===== config.mk =====
export PLATFORM = sky130hd
export DESIGN_NAME = box_muller_gaussian_noise_top
export DESIGN_NICKNAME = d
export VERILOG_FILES = /design/src/rtl/bmg_pkg.sv /design/src/rtl/bmg_front.sv /design/src/rtl/bmg_queue.sv /design/src/rtl/bmg_back.sv /design/src/rtl/box_muller_gaussian_noise_top.sv
export VERILOG_INCLUDE_DIRS = /design/src /design/src/rtl
export SDC_FILE = /design/constraint.sdc
export NUM_CORES = 2
export LEC_CHECK = 0
export BUFFER_PORTS_ARGS = -buffer_cell sky130_fd_sc_hd__buf_2
export CAP_MARGIN = 20
export CORE_MARGIN = 5
export CORE_UTILIZATION = 28
export DETAILED_ROUTE_END_ITERATION = 10
export SLEW_MARGIN = 40
export SYNTH_ARGS = -nofsm -noshare
export SYNTH_HDL_FRONTEND = slang
export SYNTH_SLANG_ARGS = --single-unit
export TNS_END_PERCENT = 50

===== constraint.sdc =====
create_clock -name clk_i -period 13.7 [get_ports clk_i]
set_clock_uncertainty 0.05 [all_clocks]
set_input_delay 2.74 -clock clk_i [delete_from_list [all_inputs] [get_ports clk_i]]
set_output_delay 2.74 -clock clk_i [all_outputs]
set_load 0.005 [all_outputs]

===== src/rtl/box_muller_gaussian_noise_top_macros.svh =====
// assertion helpers shared by the noise generator modules
// every use expects clk_i and rst_ni in scope
`ifndef BOX_MULLER_GAUSSIAN_NOISE_TOP_MACROS_SVH
`define BOX_MULLER_GAUSSIAN_NOISE_TOP_MACROS_SVH

// property checked at every clock edge outside reset
`define BMG_ASSERT(lbl, prop, msg) \
  lbl: assert property (@(posedge clk_i) disable iff (!rst_ni) (prop)) else $error(msg);

// condition in one cycle implies a condition in the next
`define BMG_ASSERT_NEXT(lbl, pre, post, msg) \
  lbl: assert property (@(posedge clk_i) disable iff (!rst_ni) (pre) |=> (post)) \
    else $error(msg);

`endif


===== src/rtl/bmg_pkg.sv =====
`timescale 1ns / 1ps
package bmg_pkg;

  // default sizes
  localparam int UNIFORM_BITS_DEF  = 53;
  localparam int OUT_FRAC_BITS_DEF = 16;
  localparam int QUEUE_DEPTH_DEF   = 2;

  // fixed arithmetic widths
  localparam int FRAC_W = 53;
  localparam int PH_W   = 32;
  localparam int ROOT_W = 28;
  localparam int RAD_W  = 2 * ROOT_W;

  localparam logic [31:0] LN2_Q32     = 32'd2977044472;
  localparam logic [31:0] PI_HALF_Q30 = 32'd1686629713;
  localparam logic [30:0] ONE_Q30     = 31'h4000_0000;

  localparam logic [30:0] THRESHOLD_RST = 31'd2;

  // horner steps: cosine divisors first, then sine divisors
  localparam int NUM_K = 11;
  localparam logic [3:0] COS_LAST = 4'd5;
  localparam logic [3:0] SIN_LAST = 4'd10;

  // reciprocal m = ceil(2^(30+l)/k) with l = ceil(log2 k), exact for 30-bit dividends
  localparam logic [31:0] RECIP_TBL [NUM_K] = '{
    32'(((64'd1 << 38) + 64'd131) / 64'd132),
    32'(((64'd1 << 37) + 64'd89)  / 64'd90),
    32'(((64'd1 << 36) + 64'd55)  / 64'd56),
    32'(((64'd1 << 35) + 64'd29)  / 64'd30),
    32'(((64'd1 << 34) + 64'd11)  / 64'd12),
    32'(((64'd1 << 31) + 64'd1)   / 64'd2),
    32'(((64'd1 << 37) + 64'd109) / 64'd110),
    32'(((64'd1 << 37) + 64'd71)  / 64'd72),
    32'(((64'd1 << 36) + 64'd41)  / 64'd42),
    32'(((64'd1 << 35) + 64'd19)  / 64'd20),
    32'(((64'd1 << 33) + 64'd5)   / 64'd6)
  };

  // extra right shift l beyond 30 for each divisor
  localparam logic [3:0] RSHIFT_TBL [NUM_K] = '{
    4'd8, 4'd7, 4'd6, 4'd5, 4'd4, 4'd1, 4'd7, 4'd7, 4'd6, 4'd5, 4'd3
  };

  // one pair of uniforms handed from front to back
  typedef struct packed {
    logic [FRAC_W-1:0] u1;
    logic [PH_W-1:0]   ph;
  } pair_t;

endpackage


===== src/rtl/bmg_front.sv =====
`timescale 1ns / 1ps
module bmg_front import bmg_pkg::*; #(
  parameter int UNIFORM_BITS = UNIFORM_BITS_DEF
) (
  input  logic        clk_i,
  input  logic        rst_ni,
  input  logic        in_valid_i,
  output logic        in_ready_o,
  input  logic [63:0] random_word_i,
  input  logic [30:0] thr_i,
  output logic        push_valid_o,
  input  logic        push_ready_i,
  output pair_t       push_data_o
);

  localparam logic [FRAC_W-1:0] KEEP_MASK =
    ~((FRAC_W'(1) << (FRAC_W - UNIFORM_BITS)) - FRAC_W'(1));

  logic              have_first_q, have_first_d;
  logic [FRAC_W-1:0] held_q, held_d;
  logic [FRAC_W-1:0] u;
  logic              accept;

  // top bits of the word as a 53-bit fraction
  assign u = random_word_i[63:64-FRAC_W] & KEEP_MASK;

  // a first value is always taken; a second one needs queue room
  assign in_ready_o   = !have_first_q || push_ready_i;
  assign push_valid_o = in_valid_i && have_first_q;
  assign push_data_o  = '{u1: held_q, ph: u[FRAC_W-1 -: PH_W]};
  assign accept       = in_valid_i && in_ready_o;

  // pair tracking and rejection of small first values
  always_comb begin
    have_first_d = have_first_q;
    held_d       = held_q;
    if (accept) begin
      if (!have_first_q) begin
        if (u >= {{(FRAC_W-31){1'b0}}, thr_i}) begin
          have_first_d = 1'b1;
          held_d       = u;
        end
      end else begin
        have_first_d = 1'b0;
      end
    end
  end

  always_ff @(posedge clk_i or negedge rst_ni) begin
    if (!rst_ni) begin
      have_first_q <= 1'b0;
    end else begin
      have_first_q <= have_first_d;
    end
  end

  always_ff @(posedge clk_i) begin
    held_q <= held_d;
  end

endmodule


===== src/rtl/bmg_queue.sv =====
`timescale 1ns / 1ps
`include "box_muller_gaussian_noise_top_macros.svh"
module bmg_queue import bmg_pkg::*; #(
  parameter int DEPTH = QUEUE_DEPTH_DEF
) (
  input  logic  clk_i,
  input  logic  rst_ni,
  input  logic  push_valid_i,
  output logic  push_ready_o,
  input  pair_t push_data_i,
  output logic  pop_valid_o,
  input  logic  pop_ready_i,
  output pair_t pop_data_o
);

  localparam int PTR_W = $clog2(DEPTH);
  localparam int CNT_W = $clog2(DEPTH + 1);

  pair_t            mem_q [DEPTH];
  logic [PTR_W-1:0] wr_ptr_q, wr_ptr_d, rd_ptr_q, rd_ptr_d;
  logic [CNT_W-1:0] count_q, count_d;
  logic             push, pop;

  assign push_ready_o = count_q != CNT_W'(DEPTH);
  assign pop_valid_o  = count_q != '0;
  assign pop_data_o   = mem_q[rd_ptr_q];
  assign push         = push_valid_i && push_ready_o;
  assign pop          = pop_valid_o && pop_ready_i;

  // pointer wrap and fill count
  always_comb begin
    wr_ptr_d = wr_ptr_q;
    rd_ptr_d = rd_ptr_q;
    count_d  = count_q;
    if (push) begin
      wr_ptr_d = (wr_ptr_q == PTR_W'(DEPTH - 1)) ? '0 : wr_ptr_q + PTR_W'(1);
    end
    if (pop) begin
      rd_ptr_d = (rd_ptr_q == PTR_W'(DEPTH - 1)) ? '0 : rd_ptr_q + PTR_W'(1);
    end
    if (push && !pop) begin
      count_d = count_q + CNT_W'(1);
    end else if (pop && !push) begin
      count_d = count_q - CNT_W'(1);
    end
  end

  always_ff @(posedge clk_i or negedge rst_ni) begin
    if (!rst_ni) begin
      wr_ptr_q <= '0;
      rd_ptr_q <= '0;
      count_q  <= '0;
    end else begin
      wr_ptr_q <= wr_ptr_d;
      rd_ptr_q <= rd_ptr_d;
      count_q  <= count_d;
    end
  end

  // entry storage
  always_ff @(posedge clk_i) begin
    if (push) begin
      mem_q[wr_ptr_q] <= push_data_i;
    end
  end

  `BMG_ASSERT(a_count_bound, count_q <= CNT_W'(DEPTH), "queue count above depth")
  `BMG_ASSERT_NEXT(a_count_up, push && !pop, count_q == $past(count_q) + CNT_W'(1), "count did not rise")
  `BMG_ASSERT_NEXT(a_count_down, pop && !push, count_q == $past(count_q) - CNT_W'(1), "count did not fall")

endmodule


===== src/rtl/bmg_back.sv =====
`timescale 1ns / 1ps
`include "box_muller_gaussian_noise_top_macros.svh"
module bmg_back import bmg_pkg::*; #(
  parameter int OUT_FRAC_BITS = OUT_FRAC_BITS_DEF
) (
  input  logic                            clk_i,
  input  logic                            rst_ni,
  input  logic                            pop_valid_i,
  output logic                            pop_ready_o,
  input  pair_t                           pop_data_i,
  output logic                            out_valid_o,
  input  logic                            out_ready_i,
  output logic signed [OUT_FRAC_BITS+5:0] normal_value_o,
  output logic                            last_o
);

  localparam int OUT_W  = OUT_FRAC_BITS + 6;
  localparam int RND_SH = 54 - OUT_FRAC_BITS;
  localparam logic [60:0] RND_ADD = 61'd1 << (53 - OUT_FRAC_BITS);
  localparam logic [60:0] MAXMAG  = (61'd1 << (OUT_W - 1)) - 61'd1;

  localparam logic [4:0] ST_IDLE  = 5'd0;
  localparam logic [4:0] ST_NORM  = 5'd1;
  localparam logic [4:0] ST_LSQ   = 5'd2;
  localparam logic [4:0] ST_LUPD  = 5'd3;
  localparam logic [4:0] ST_LNM   = 5'd4;
  localparam logic [4:0] ST_LNU   = 5'd5;
  localparam logic [4:0] ST_SQRT  = 5'd6;
  localparam logic [4:0] ST_ANG   = 5'd7;
  localparam logic [4:0] ST_ANGX  = 5'd8;
  localparam logic [4:0] ST_X2    = 5'd9;
  localparam logic [4:0] ST_HMUL  = 5'd10;
  localparam logic [4:0] ST_HDIV  = 5'd11;
  localparam logic [4:0] ST_HSUB  = 5'd12;
  localparam logic [4:0] ST_SINF  = 5'd13;
  localparam logic [4:0] ST_SINU  = 5'd14;
  localparam logic [4:0] ST_OUTC  = 5'd15;
  localparam logic [4:0] ST_OUTCW = 5'd16;
  localparam logic [4:0] ST_OUTS  = 5'd17;
  localparam logic [4:0] ST_OUTSW = 5'd18;

  logic [4:0]          state_q, state_d;
  logic [FRAC_W-1:0]   norm_q, norm_d;
  logic [5:0]          sh_q, sh_d;
  logic [PH_W-1:0]     ph_q, ph_d;
  logic [31:0]         m_q, m_d;
  logic [23:0]         f_q, f_d;
  logic [4:0]          icnt_q, icnt_d;
  logic [RAD_W-1:0]    n_q, n_d;
  logic [ROOT_W+2:0]   rem_q, rem_d;
  logic [ROOT_W-1:0]   root_q, root_d;
  logic [4:0]          scnt_q, scnt_d;
  logic [29:0]         x_q, x_d, x2_q, x2_d;
  logic [30:0]         t_q, t_d, c0_q, c0_d;
  logic [3:0]          kidx_q, kidx_d;
  logic [30:0]         trig_c_q, trig_c_d, trig_s_q, trig_s_d;
  logic                cneg_q, cneg_d, sneg_q, sneg_d;
  logic [63:0]         prod_q;
  logic [31:0]         mul_a, mul_b;
  logic                out_valid_q, out_valid_d, out_last_q, out_last_d;
  logic [OUT_W-1:0]    out_value_q, out_value_d;

  logic [32:0]         sq;
  logic [29:0]         l_val;
  logic [5:0]          sh1;
  logic [ROOT_W+2:0]   rem_sh, trial;
  logic [2:0]          octant;
  logic [29:0]         ang_a;
  logic [63:0]         q_full;
  logic [30:0]         t_new;
  logic [29:0]         s0;
  logic                swap, slot_free, neg_sel;
  logic [60:0]         rsum, mag_full;
  logic [OUT_W-1:0]    mag_w, fmt_val;

  assign pop_ready_o    = state_q == ST_IDLE;
  assign out_valid_o    = out_valid_q;
  assign normal_value_o = out_value_q;
  assign last_o         = out_last_q;
  assign slot_free      = !out_valid_q || out_ready_i;

  // datapath helpers
  assign sq     = prod_q[63:31];
  assign sh1    = sh_q + 6'd1;
  assign l_val  = {sh1, 24'd0} - {6'd0, f_q};
  assign rem_sh = {rem_q[ROOT_W:0], n_q[RAD_W-1 -: 2]};
  assign trial  = {1'b0, root_q, 2'b01};
  assign octant = ph_q[31:29];
  assign ang_a  = octant[0] ? (30'h2000_0000 - {1'b0, ph_q[28:0]}) : {1'b0, ph_q[28:0]};
  assign q_full = prod_q >> (7'd30 + {3'd0, RSHIFT_TBL[kidx_q]});
  assign t_new  = ONE_Q30 - {1'b0, q_full[29:0]};
  assign s0     = prod_q[59:30];
  assign swap   = octant[0] ^ octant[1];

  // rounding, saturation and sign of the output sample
  assign neg_sel  = (state_q == ST_OUTSW) ? sneg_q : cneg_q;
  assign rsum     = {1'b0, prod_q[59:0]} + RND_ADD;
  assign mag_full = rsum >> RND_SH;
  always_comb begin
    if (mag_full > MAXMAG) begin
      mag_w = neg_sel ? OUT_W'(MAXMAG + 61'd1) : OUT_W'(MAXMAG);
    end else begin
      mag_w = mag_full[OUT_W-1:0];
    end
    fmt_val = neg_sel ? (~mag_w + OUT_W'(1)) : mag_w;
  end

  // operands of the shared multiplier
  always_comb begin
    mul_a = '0;
    mul_b = '0;
    case (state_q)
      ST_LSQ: begin
        mul_a = m_q;
        mul_b = m_q;
      end
      ST_LNM: begin
        mul_a = {2'd0, l_val};
        mul_b = LN2_Q32;
      end
      ST_ANG: begin
        mul_a = {2'd0, ang_a};
        mul_b = PI_HALF_Q30;
      end
      ST_ANGX: begin
        mul_a = {2'd0, prod_q[59:30]};
        mul_b = {2'd0, prod_q[59:30]};
      end
      ST_HMUL: begin
        mul_a = {2'd0, x2_q};
        mul_b = {1'b0, t_q};
      end
      ST_HDIV: begin
        mul_a = {2'd0, prod_q[59:30]};
        mul_b = RECIP_TBL[kidx_q];
      end
      ST_SINF: begin
        mul_a = {2'd0, x_q};
        mul_b = {1'b0, t_q};
      end
      ST_OUTC, ST_OUTCW: begin
        mul_a = {{(32-ROOT_W){1'b0}}, root_q};
        mul_b = {1'b0, trig_c_q};
      end
      ST_OUTS, ST_OUTSW: begin
        mul_a = {{(32-ROOT_W){1'b0}}, root_q};
        mul_b = {1'b0, trig_s_q};
      end
      default: begin
        mul_a = '0;
        mul_b = '0;
      end
    endcase
  end

  // sequencer
  always_comb begin
    state_d     = state_q;
    norm_d      = norm_q;
    sh_d        = sh_q;
    ph_d        = ph_q;
    m_d         = m_q;
    f_d         = f_q;
    icnt_d      = icnt_q;
    n_d         = n_q;
    rem_d       = rem_q;
    root_d      = root_q;
    scnt_d      = scnt_q;
    x_d         = x_q;
    x2_d        = x2_q;
    t_d         = t_q;
    c0_d        = c0_q;
    kidx_d      = kidx_q;
    trig_c_d    = trig_c_q;
    trig_s_d    = trig_s_q;
    cneg_d      = cneg_q;
    sneg_d      = sneg_q;
    out_valid_d = out_valid_q && !out_ready_i;
    out_last_d  = out_last_q;
    out_value_d = out_value_q;
    case (state_q)
      ST_IDLE: begin
        if (pop_valid_i) begin
          // a zero first value takes the log of the smallest step
          norm_d  = (pop_data_i.u1 == '0) ? FRAC_W'(1) : pop_data_i.u1;
          ph_d    = pop_data_i.ph;
          sh_d    = '0;
          state_d = ST_NORM;
        end
      end
      ST_NORM: begin
        if (norm_q[FRAC_W-1]) begin
          m_d     = norm_q[FRAC_W-1 -: 32];
          f_d     = '0;
          icnt_d  = '0;
          state_d = ST_LSQ;
        end else begin
          norm_d = norm_q << 1;
          sh_d   = sh_q + 6'd1;
        end
      end
      ST_LSQ: begin
        state_d = ST_LUPD;
      end
      ST_LUPD: begin
        // one fraction bit of log2 per squaring
        if (sq[32]) begin
          m_d = sq[32:1];
          f_d = {f_q[22:0], 1'b1};
        end else begin
          m_d = sq[31:0];
          f_d = {f_q[22:0], 1'b0};
        end
        icnt_d  = icnt_q + 5'd1;
        state_d = (icnt_q == 5'd23) ? ST_LNM : ST_LSQ;
      end
      ST_LNM: begin
        state_d = ST_LNU;
      end
      ST_LNU: begin
        n_d     = {1'b0, prod_q[61:23], 16'd0};
        rem_d   = '0;
        root_d  = '0;
        scnt_d  = '0;
        state_d = ST_SQRT;
      end
      ST_SQRT: begin
        // two radicand bits per step
        if (rem_sh >= trial) begin
          rem_d  = rem_sh - trial;
          root_d = {root_q[ROOT_W-2:0], 1'b1};
        end else begin
          rem_d  = rem_sh;
          root_d = {root_q[ROOT_W-2:0], 1'b0};
        end
        n_d     = n_q << 2;
        scnt_d  = scnt_q + 5'd1;
        state_d = (scnt_q == 5'(ROOT_W - 1)) ? ST_ANG : ST_SQRT;
      end
      ST_ANG: begin
        state_d = ST_ANGX;
      end
      ST_ANGX: begin
        x_d     = prod_q[59:30];
        state_d = ST_X2;
      end
      ST_X2: begin
        x2_d    = prod_q[59:30];
        t_d     = ONE_Q30;
        kidx_d  = '0;
        state_d = ST_HMUL;
      end
      ST_HMUL: begin
        state_d = ST_HDIV;
      end
      ST_HDIV: begin
        state_d = ST_HSUB;
      end
      ST_HSUB: begin
        if (kidx_q == COS_LAST) begin
          c0_d    = t_new;
          t_d     = ONE_Q30;
          kidx_d  = kidx_q + 4'd1;
          state_d = ST_HMUL;
        end else if (kidx_q == SIN_LAST) begin
          t_d     = t_new;
          state_d = ST_SINF;
        end else begin
          t_d     = t_new;
          kidx_d  = kidx_q + 4'd1;
          state_d = ST_HMUL;
        end
      end
      ST_SINF: begin
        state_d = ST_SINU;
      end
      ST_SINU: begin
        // octant folding to the full circle
        trig_c_d = swap ? {1'b0, s0} : c0_q;
        trig_s_d = swap ? c0_q : {1'b0, s0};
        cneg_d   = octant[1] ^ octant[2];
        sneg_d   = octant[2];
        state_d  = ST_OUTC;
      end
      ST_OUTC: begin
        state_d = ST_OUTCW;
      end
      ST_OUTCW: begin
        if (slot_free) begin
          out_valid_d = 1'b1;
          out_last_d  = 1'b0;
          out_value_d = fmt_val;
          state_d     = ST_OUTS;
        end
      end
      ST_OUTS: begin
        state_d = ST_OUTSW;
      end
      ST_OUTSW: begin
        if (slot_free) begin
          out_valid_d = 1'b1;
          out_last_d  = 1'b1;
          out_value_d = fmt_val;
          state_d     = ST_IDLE;
        end
      end
      default: begin
        state_d = ST_IDLE;
      end
    endcase
  end

  always_ff @(posedge clk_i or negedge rst_ni) begin
    if (!rst_ni) begin
      state_q     <= ST_IDLE;
      out_valid_q <= 1'b0;
    end else begin
      state_q     <= state_d;
      out_valid_q <= out_valid_d;
    end
  end

  always_ff @(posedge clk_i) begin
    prod_q      <= mul_a * mul_b;
    norm_q      <= norm_d;
    sh_q        <= sh_d;
    ph_q        <= ph_d;
    m_q         <= m_d;
    f_q         <= f_d;
    icnt_q      <= icnt_d;
    n_q         <= n_d;
    rem_q       <= rem_d;
    root_q      <= root_d;
    scnt_q      <= scnt_d;
    x_q         <= x_d;
    x2_q        <= x2_d;
    t_q         <= t_d;
    c0_q        <= c0_d;
    kidx_q      <= kidx_d;
    trig_c_q    <= trig_c_d;
    trig_s_q    <= trig_s_d;
    cneg_q      <= cneg_d;
    sneg_q      <= sneg_d;
    out_last_q  <= out_last_d;
    out_value_q <= out_value_d;
  end

  `BMG_ASSERT(a_norm_nonzero, (state_q != ST_NORM) || (norm_q != '0), "normalizing a zero value")
  `BMG_ASSERT(a_sqrt_rem, (state_q != ST_SQRT) || (rem_q <= {1'b0, root_q, 1'b0}), "root remainder too large")
  `BMG_ASSERT(a_cos_then_sin, !(out_valid_q && !out_last_q) || (state_q == ST_OUTS) || (state_q == ST_OUTSW), "cosine shown without sine pending")

endmodule


===== src/rtl/box_muller_gaussian_noise_top.sv =====
`timescale 1ns / 1ps
// Gaussian noise generator from uniform random words (Box-Muller).
// Input channel: in_valid_i / in_ready_o with random_word_i, one 64-bit word per request.
// Words pair up: the first of a pair is dropped when below reject_threshold, else held;
// the second completes the pair and yields two results on the output channel.
// Output channel: out_valid_o / out_ready_i with normal_value_o (signed Q5.16 at
// default size) and last_o, which is low on the cosine and high on the sine result.
// A first word is always taken; a second needs room in the pair queue (two entries).
// Each pair holds the back end through normalization, the log2 squaring loop, the
// square root and the sine/cosine series, all sharing one registered 32x32 multiplier.
// The cosine result is shown first and the sine result after it.
// A stalled receiver holds the result register; the back end waits, the queue
// fills and then in_ready_o drops for second words.
// Reset clears the pending first value, the queue and the output register,
// and sets reject_threshold to 2. The threshold is written over the APB port
// at address 0; the user must write it only while the block is idle (not enforced).
module box_muller_gaussian_noise_top import bmg_pkg::*; #(
  parameter int UNIFORM_BITS  = UNIFORM_BITS_DEF,
  parameter int OUT_FRAC_BITS = OUT_FRAC_BITS_DEF,
  parameter int QUEUE_DEPTH   = QUEUE_DEPTH_DEF
) (
  input  logic                            clk_i,
  input  logic                            rst_ni,
  input  logic                            psel,
  input  logic                            penable,
  input  logic                            pwrite,
  input  logic [2:0]                      paddr,
  input  logic [31:0]                     pwdata,
  output logic [31:0]                     prdata,
  output logic                            pready,
  input  logic                            in_valid_i,
  output logic                            in_ready_o,
  input  logic [63:0]                     random_word_i,
  output logic                            out_valid_o,
  input  logic                            out_ready_i,
  output logic signed [OUT_FRAC_BITS+5:0] normal_value_o,
  output logic                            last_o
);

  localparam logic REG_THRESHOLD = 1'b0;

  logic [30:0] thr_q, thr_d;
  logic        push_valid, push_ready, pop_valid, pop_ready;
  pair_t       push_data, pop_data;

  // register write and read-back
  assign pready = 1'b1;
  assign prdata = (paddr[2] == REG_THRESHOLD) ? {1'b0, thr_q} : 32'd0;

  always_comb begin
    thr_d = thr_q;
    if (psel && penable && pwrite && paddr[2] == REG_THRESHOLD) begin
      thr_d = pwdata[30:0];
    end
  end

  always_ff @(posedge clk_i or negedge rst_ni) begin
    if (!rst_ni) begin
      thr_q <= THRESHOLD_RST;
    end else begin
      thr_q <= thr_d;
    end
  end

  bmg_front #(
    .UNIFORM_BITS(UNIFORM_BITS)
  ) u_front (
    .clk_i        (clk_i),
    .rst_ni       (rst_ni),
    .in_valid_i   (in_valid_i),
    .in_ready_o   (in_ready_o),
    .random_word_i(random_word_i),
    .thr_i        (thr_q),
    .push_valid_o (push_valid),
    .push_ready_i (push_ready),
    .push_data_o  (push_data)
  );

  bmg_queue #(
    .DEPTH(QUEUE_DEPTH)
  ) u_queue (
    .clk_i       (clk_i),
    .rst_ni      (rst_ni),
    .push_valid_i(push_valid),
    .push_ready_o(push_ready),
    .push_data_i (push_data),
    .pop_valid_o (pop_valid),
    .pop_ready_i (pop_ready),
    .pop_data_o  (pop_data)
  );

  bmg_back #(
    .OUT_FRAC_BITS(OUT_FRAC_BITS)
  ) u_back (
    .clk_i         (clk_i),
    .rst_ni        (rst_ni),
    .pop_valid_i   (pop_valid),
    .pop_ready_o   (pop_ready),
    .pop_data_i    (pop_data),
    .out_valid_o   (out_valid_o),
    .out_ready_i   (out_ready_i),
    .normal_value_o(normal_value_o),
    .last_o        (last_o)
  );

endmodule

==> results.txt <==
----------------------------------------------------
[Route]
  Routed Antenna Nets ... 0
  Overall routed net length ... roughly 240 mm
  Pre-Repair DR Iteration Count ... 9
  Mean routed wirelength per cell ... approximately 22 µm
  Starting DRC count in detailed routing ... around 5.7k
  Post-route DRC ... 0
  Post-detailed-route via-to-cell ratio ... 5.09
  Vias post-DR ... ~54k

[CTS]
  Clock tree from TritonCTS ... built
  Clock slew at the register clock pins of the worst setup and hold paths ... 0.06 ns
  Post-CTS Repair Setup Buffers ... 0
  Number of buffers added to fix hold violations after cts ... 0
  Clock insertion delay at the later pin of the skew report ... 0.70 ns
  Root Buffer ... clkbuf_16
  Total clock sinks ... roughly 770
  Cells resized by post-CTS repair ... 0
  Number of CTS-inserted buffers ... 85
  Number of H-tree branching levels ... 3
  Largest buffer count on any clock path ... 3

[STA]
  Setup total negative slack ... 0 ns
  Shortest clock period the worst path allows after layout ... 12.02 ns
  Final Slew Violations ... 0
  Unrepaired setup endpoints after global routing ... no
  Relative slew margins ... 39.4%
  Max frequency ... 83.2 MHz
  Hold violation count in the final report ... 0
  Worst Tran Pin Value ... 0.906 ns
  Final Cycle Share ... 87.8%
  Final setup violation count ... 0

[Logic synthesis]
  Number of register bits inferred by synthesis ... between 700 and 800
  Net count of the mapped netlist ... 8437
  Complex-gate fraction of the synthesized area ... 8.24%
  Top_reg_cell synth ... edfxtp_1
  Post-synth ARST share ... 5.43%
  Area contributors post-synth ... edfxtp_1 29%, fa_1 25%, ha_1 6.0%
  Number of synthesized flops with an enable pin ... between 600 and 700
  Netlist area before placement ... roughly 70000 µm²
  Cell taking the most area after synthesis ... edfxtp_1
  Share of synthesized cell area in full adder, half adder and majority cells ... a little under a third
  Sequential element share of the synthesized area ... 32.0%
  Post-synthesis share of cell area spent on and, or, nand and nor gates ... 14.7%
  Number of distinct library cell variants in the gate-level netlist after synthesis ... around 110
  Number of standard cells after synthesis ... 7097
  Average cell area after synthesis ... 9.94 µm²
  Fraction of synthesized cell area in xor and xnor cells ... approximately 2.3%
  Proportion of netlist area held by the largest area contributor ... 29.4%
  Proportion of synthesized area in mux cells ... approximately 3.4%
  Largest family of logic cells by synthesized area ... adder cells
  Number of warnings reported in the yosys synthesis log ... 0

[Die]
  I/O pin count ... 164
  Overall die width ... between 500 and 600 µm
  Row count ... 184
  Vertical die dimension ... a little over 500 µm
  Starting utilization of the core area ... 28.1%
  Area of the core region ... ~250000 µm²
  Overall die area ... 262000 µm²

[Final layout]
  Most common library cell in the layout ignoring fill and taps ... inv_1
  Layout area overhead ... 11.6%
  Share of final-layout standard cells stronger than drive strength 1 ... 9.45%
  Final instance area ... 78700 µm²
  Final net count ... 8457
  Commonest non-fill, non-tap cells in the layout ... 1048 x inv_1, 989 x nand2_1, 895 x fa_1, 723 x nor2_1, 690 x edfxtp_1

[Critical path]
  Startpoint Class ... flop
  Max stage delay on crit path ... 0.85 ns
  Worst reg2reg path startpoint ... u_back.state_q[2]
  Worst r2r dst ... u_back.prod_q[62]
  Worst setup path category ... flop to flop
  Critical path capture point type ... flop
  Worst Reg2Reg Path Length in Cells ... 31
  Worst reg2reg setup slack ... between 1.5 and 2 ns
  Cell type of the slowest stage on the worst timing path ... dfrtp_1
  Most prevalent standard cell on the critical path ... fa_1
  Data required, critical path ... roughly 14 ns
  Arrival @ worst endpoint ... 12.59 ns
  Biggest fanout along the worst timing path ... 25

[Power]
  Power per Cell Area ... around 69 nW/µm²
  Maximum vdd ir drop ... 0.000109 V
  Leakage power figure ... approximately 0.034 µW

[GRT]
  Antenna violations before repair ... 13
  Number of global-route vias before repair ... 55.0k
  Total congestion overflow ... 0
  Total routing usage reported by global routing ... about 18%
  Largest net degree at the start of global routing ... 104
  First-pass GRT wire length ... 351 mm

[Place]
  Sum of net half-perimeters after detailed placement ... 177 mm
  Last weighted congestion value of the routability-driven placer ... 0.952
  Number of I/O port buffers ... 147
  Post-Place Cell Area ... 75900 µm²

[Worst hold path]
  Startpoint of the tightest hold check path ... u_front.held_q[5]
  Worst Hold Endpoint ... u_queue.mem_q[0][37]
  Type of the tightest min-delay check ... flop to flop
  Worst hold path stage count ... 0

[Job]
  Maximum capacitance violations ... 0

[Outcome]
  Result of the run ... finished, final reports clean

----------------------------------------------------
-- worst max path at each step --
stage / from / to / slack (ns)
6_report: u_back.state_q[2] / u_back.prod_q[62] / 1.68
5_1_grt: u_back.f_q[8] / u_back.prod_q[62] / 1.32
4_1_cts: u_back.f_q[8] / u_back.prod_q[62] / 2.04
3_5_place_dp: u_back.state_q[2] / u_back.prod_q[62] / 2.10
3_3_place_gp: u_back.kidx_q[0] / u_back.prod_q[62] / 1.92
2_1_floorplan: u_back.f_q[8] / u_back.prod_q[62] / 3.69
-- critical path, delay by kind of cell (launching register included) --
kind            cells  cell delay (ns)
xor+xnor            1             0.23
buf+inv             7             1.57
compound gates      6             2.50
fa+ha+maj           9             3.89
mux                 1             0.47
flops               1             0.85
simple gates        7             2.32
-- final cells by class --
cell class	count	area, µm²
fill	25700	172000
multi-input combinational	4864	42900
sequential	773	22600
tap	3348	4190
inverter	1052	3950
timing repair buffer	341	2270
clock buffer	109	2270
clock inverter	47	539
antenna	8	20.0
-- through the flow --
| stage | hold WS [ns] | std cells | setup slack (ns) | total power, µW | utilization (%) |
|---|---|---|---|---|---|
| floorplan | 0.371 | 7097 | 3.69 | 3020 | - |
| global route | 0.406 | 10500 | 1.32 | 5600 | 31.3 |
| finish | 0.393 | 10500 | 1.68 | 5420 | 31.3 |
| global placement | 0.376 | 10400 | 1.92 | 3130 | 30.1 |
| CTS | 0.393 | 10500 | 2.04 | 5460 | 31.3 |
| detailed placement | 0.379 | 10400 | 2.10 | 3140 | 30.2 |
-- logic make-up after synthesis --
group	Yosys count
multiplexers	218
other	2
buffers and inverters	1460
adder cells (fa/ha/maj)	1234
AND/OR/NAND/NOR	2346
XOR/XNOR	183
flip-flops	773
AO/OA/AOI/OAI	881
-- power by group --
group	internal [µW]	switching (µW)	total, µW
clock	1320	1010	2330
sequential	2740	65.4	2800
combinational	105	182	287
-- cells in the mapped netlist, types with 12 or more instances --
library cell	instances
inv_1	1049
nand2_1	992
fa_1	895
nor2_1	737
edfxtp_1	690
clkbuf_1	339
ha_1	339
o21ai_0	230
a21oi_1	196
mux2i_1	129
xnor2_1	98
nand3_1	89
xor2_1	85
mux2_2	78
and2_1	77
a21o_1	70
and3_1	67
nor3_1	65
nand3b_1	61
a22oi_1	55
nand2b_1	50
nand4_1	44
nor4_1	43
a211oi_1	41
dfrtp_1	41
dfxtp_1	41
buf_1	39
a31oi_1	38
or3_1	30
a221oi_1	26
nor2b_1	26
o211ai_1	26
o21a_1	26
o31ai_1	21
a211o_1	18
buf_2	18
a221o_1	13
or2_2	13
o21bai_1	12
-- sequential cells by signal (all words and copies together), names as in the netlist, 32 cells and up --
signal,flops
u_back.m_q,32
u_back.n_q,40
u_back.norm_q,53
u_back.ph_q,32
u_back.prod_q,41
u_front.held_q,53
u_queue.mem_q,170
-- routing by layer --
metal  vias to the layer above  track usage [%]  part of all wire, %
met5                         -                0                0.038
met4                         6             8.27                  5.4
met3                       563             4.04                  9.7
met2                      2689             27.3                   45
met1                     27200             23.1                   40
li1                      23200                -                    -
Power figures use the tool's default switching activity.
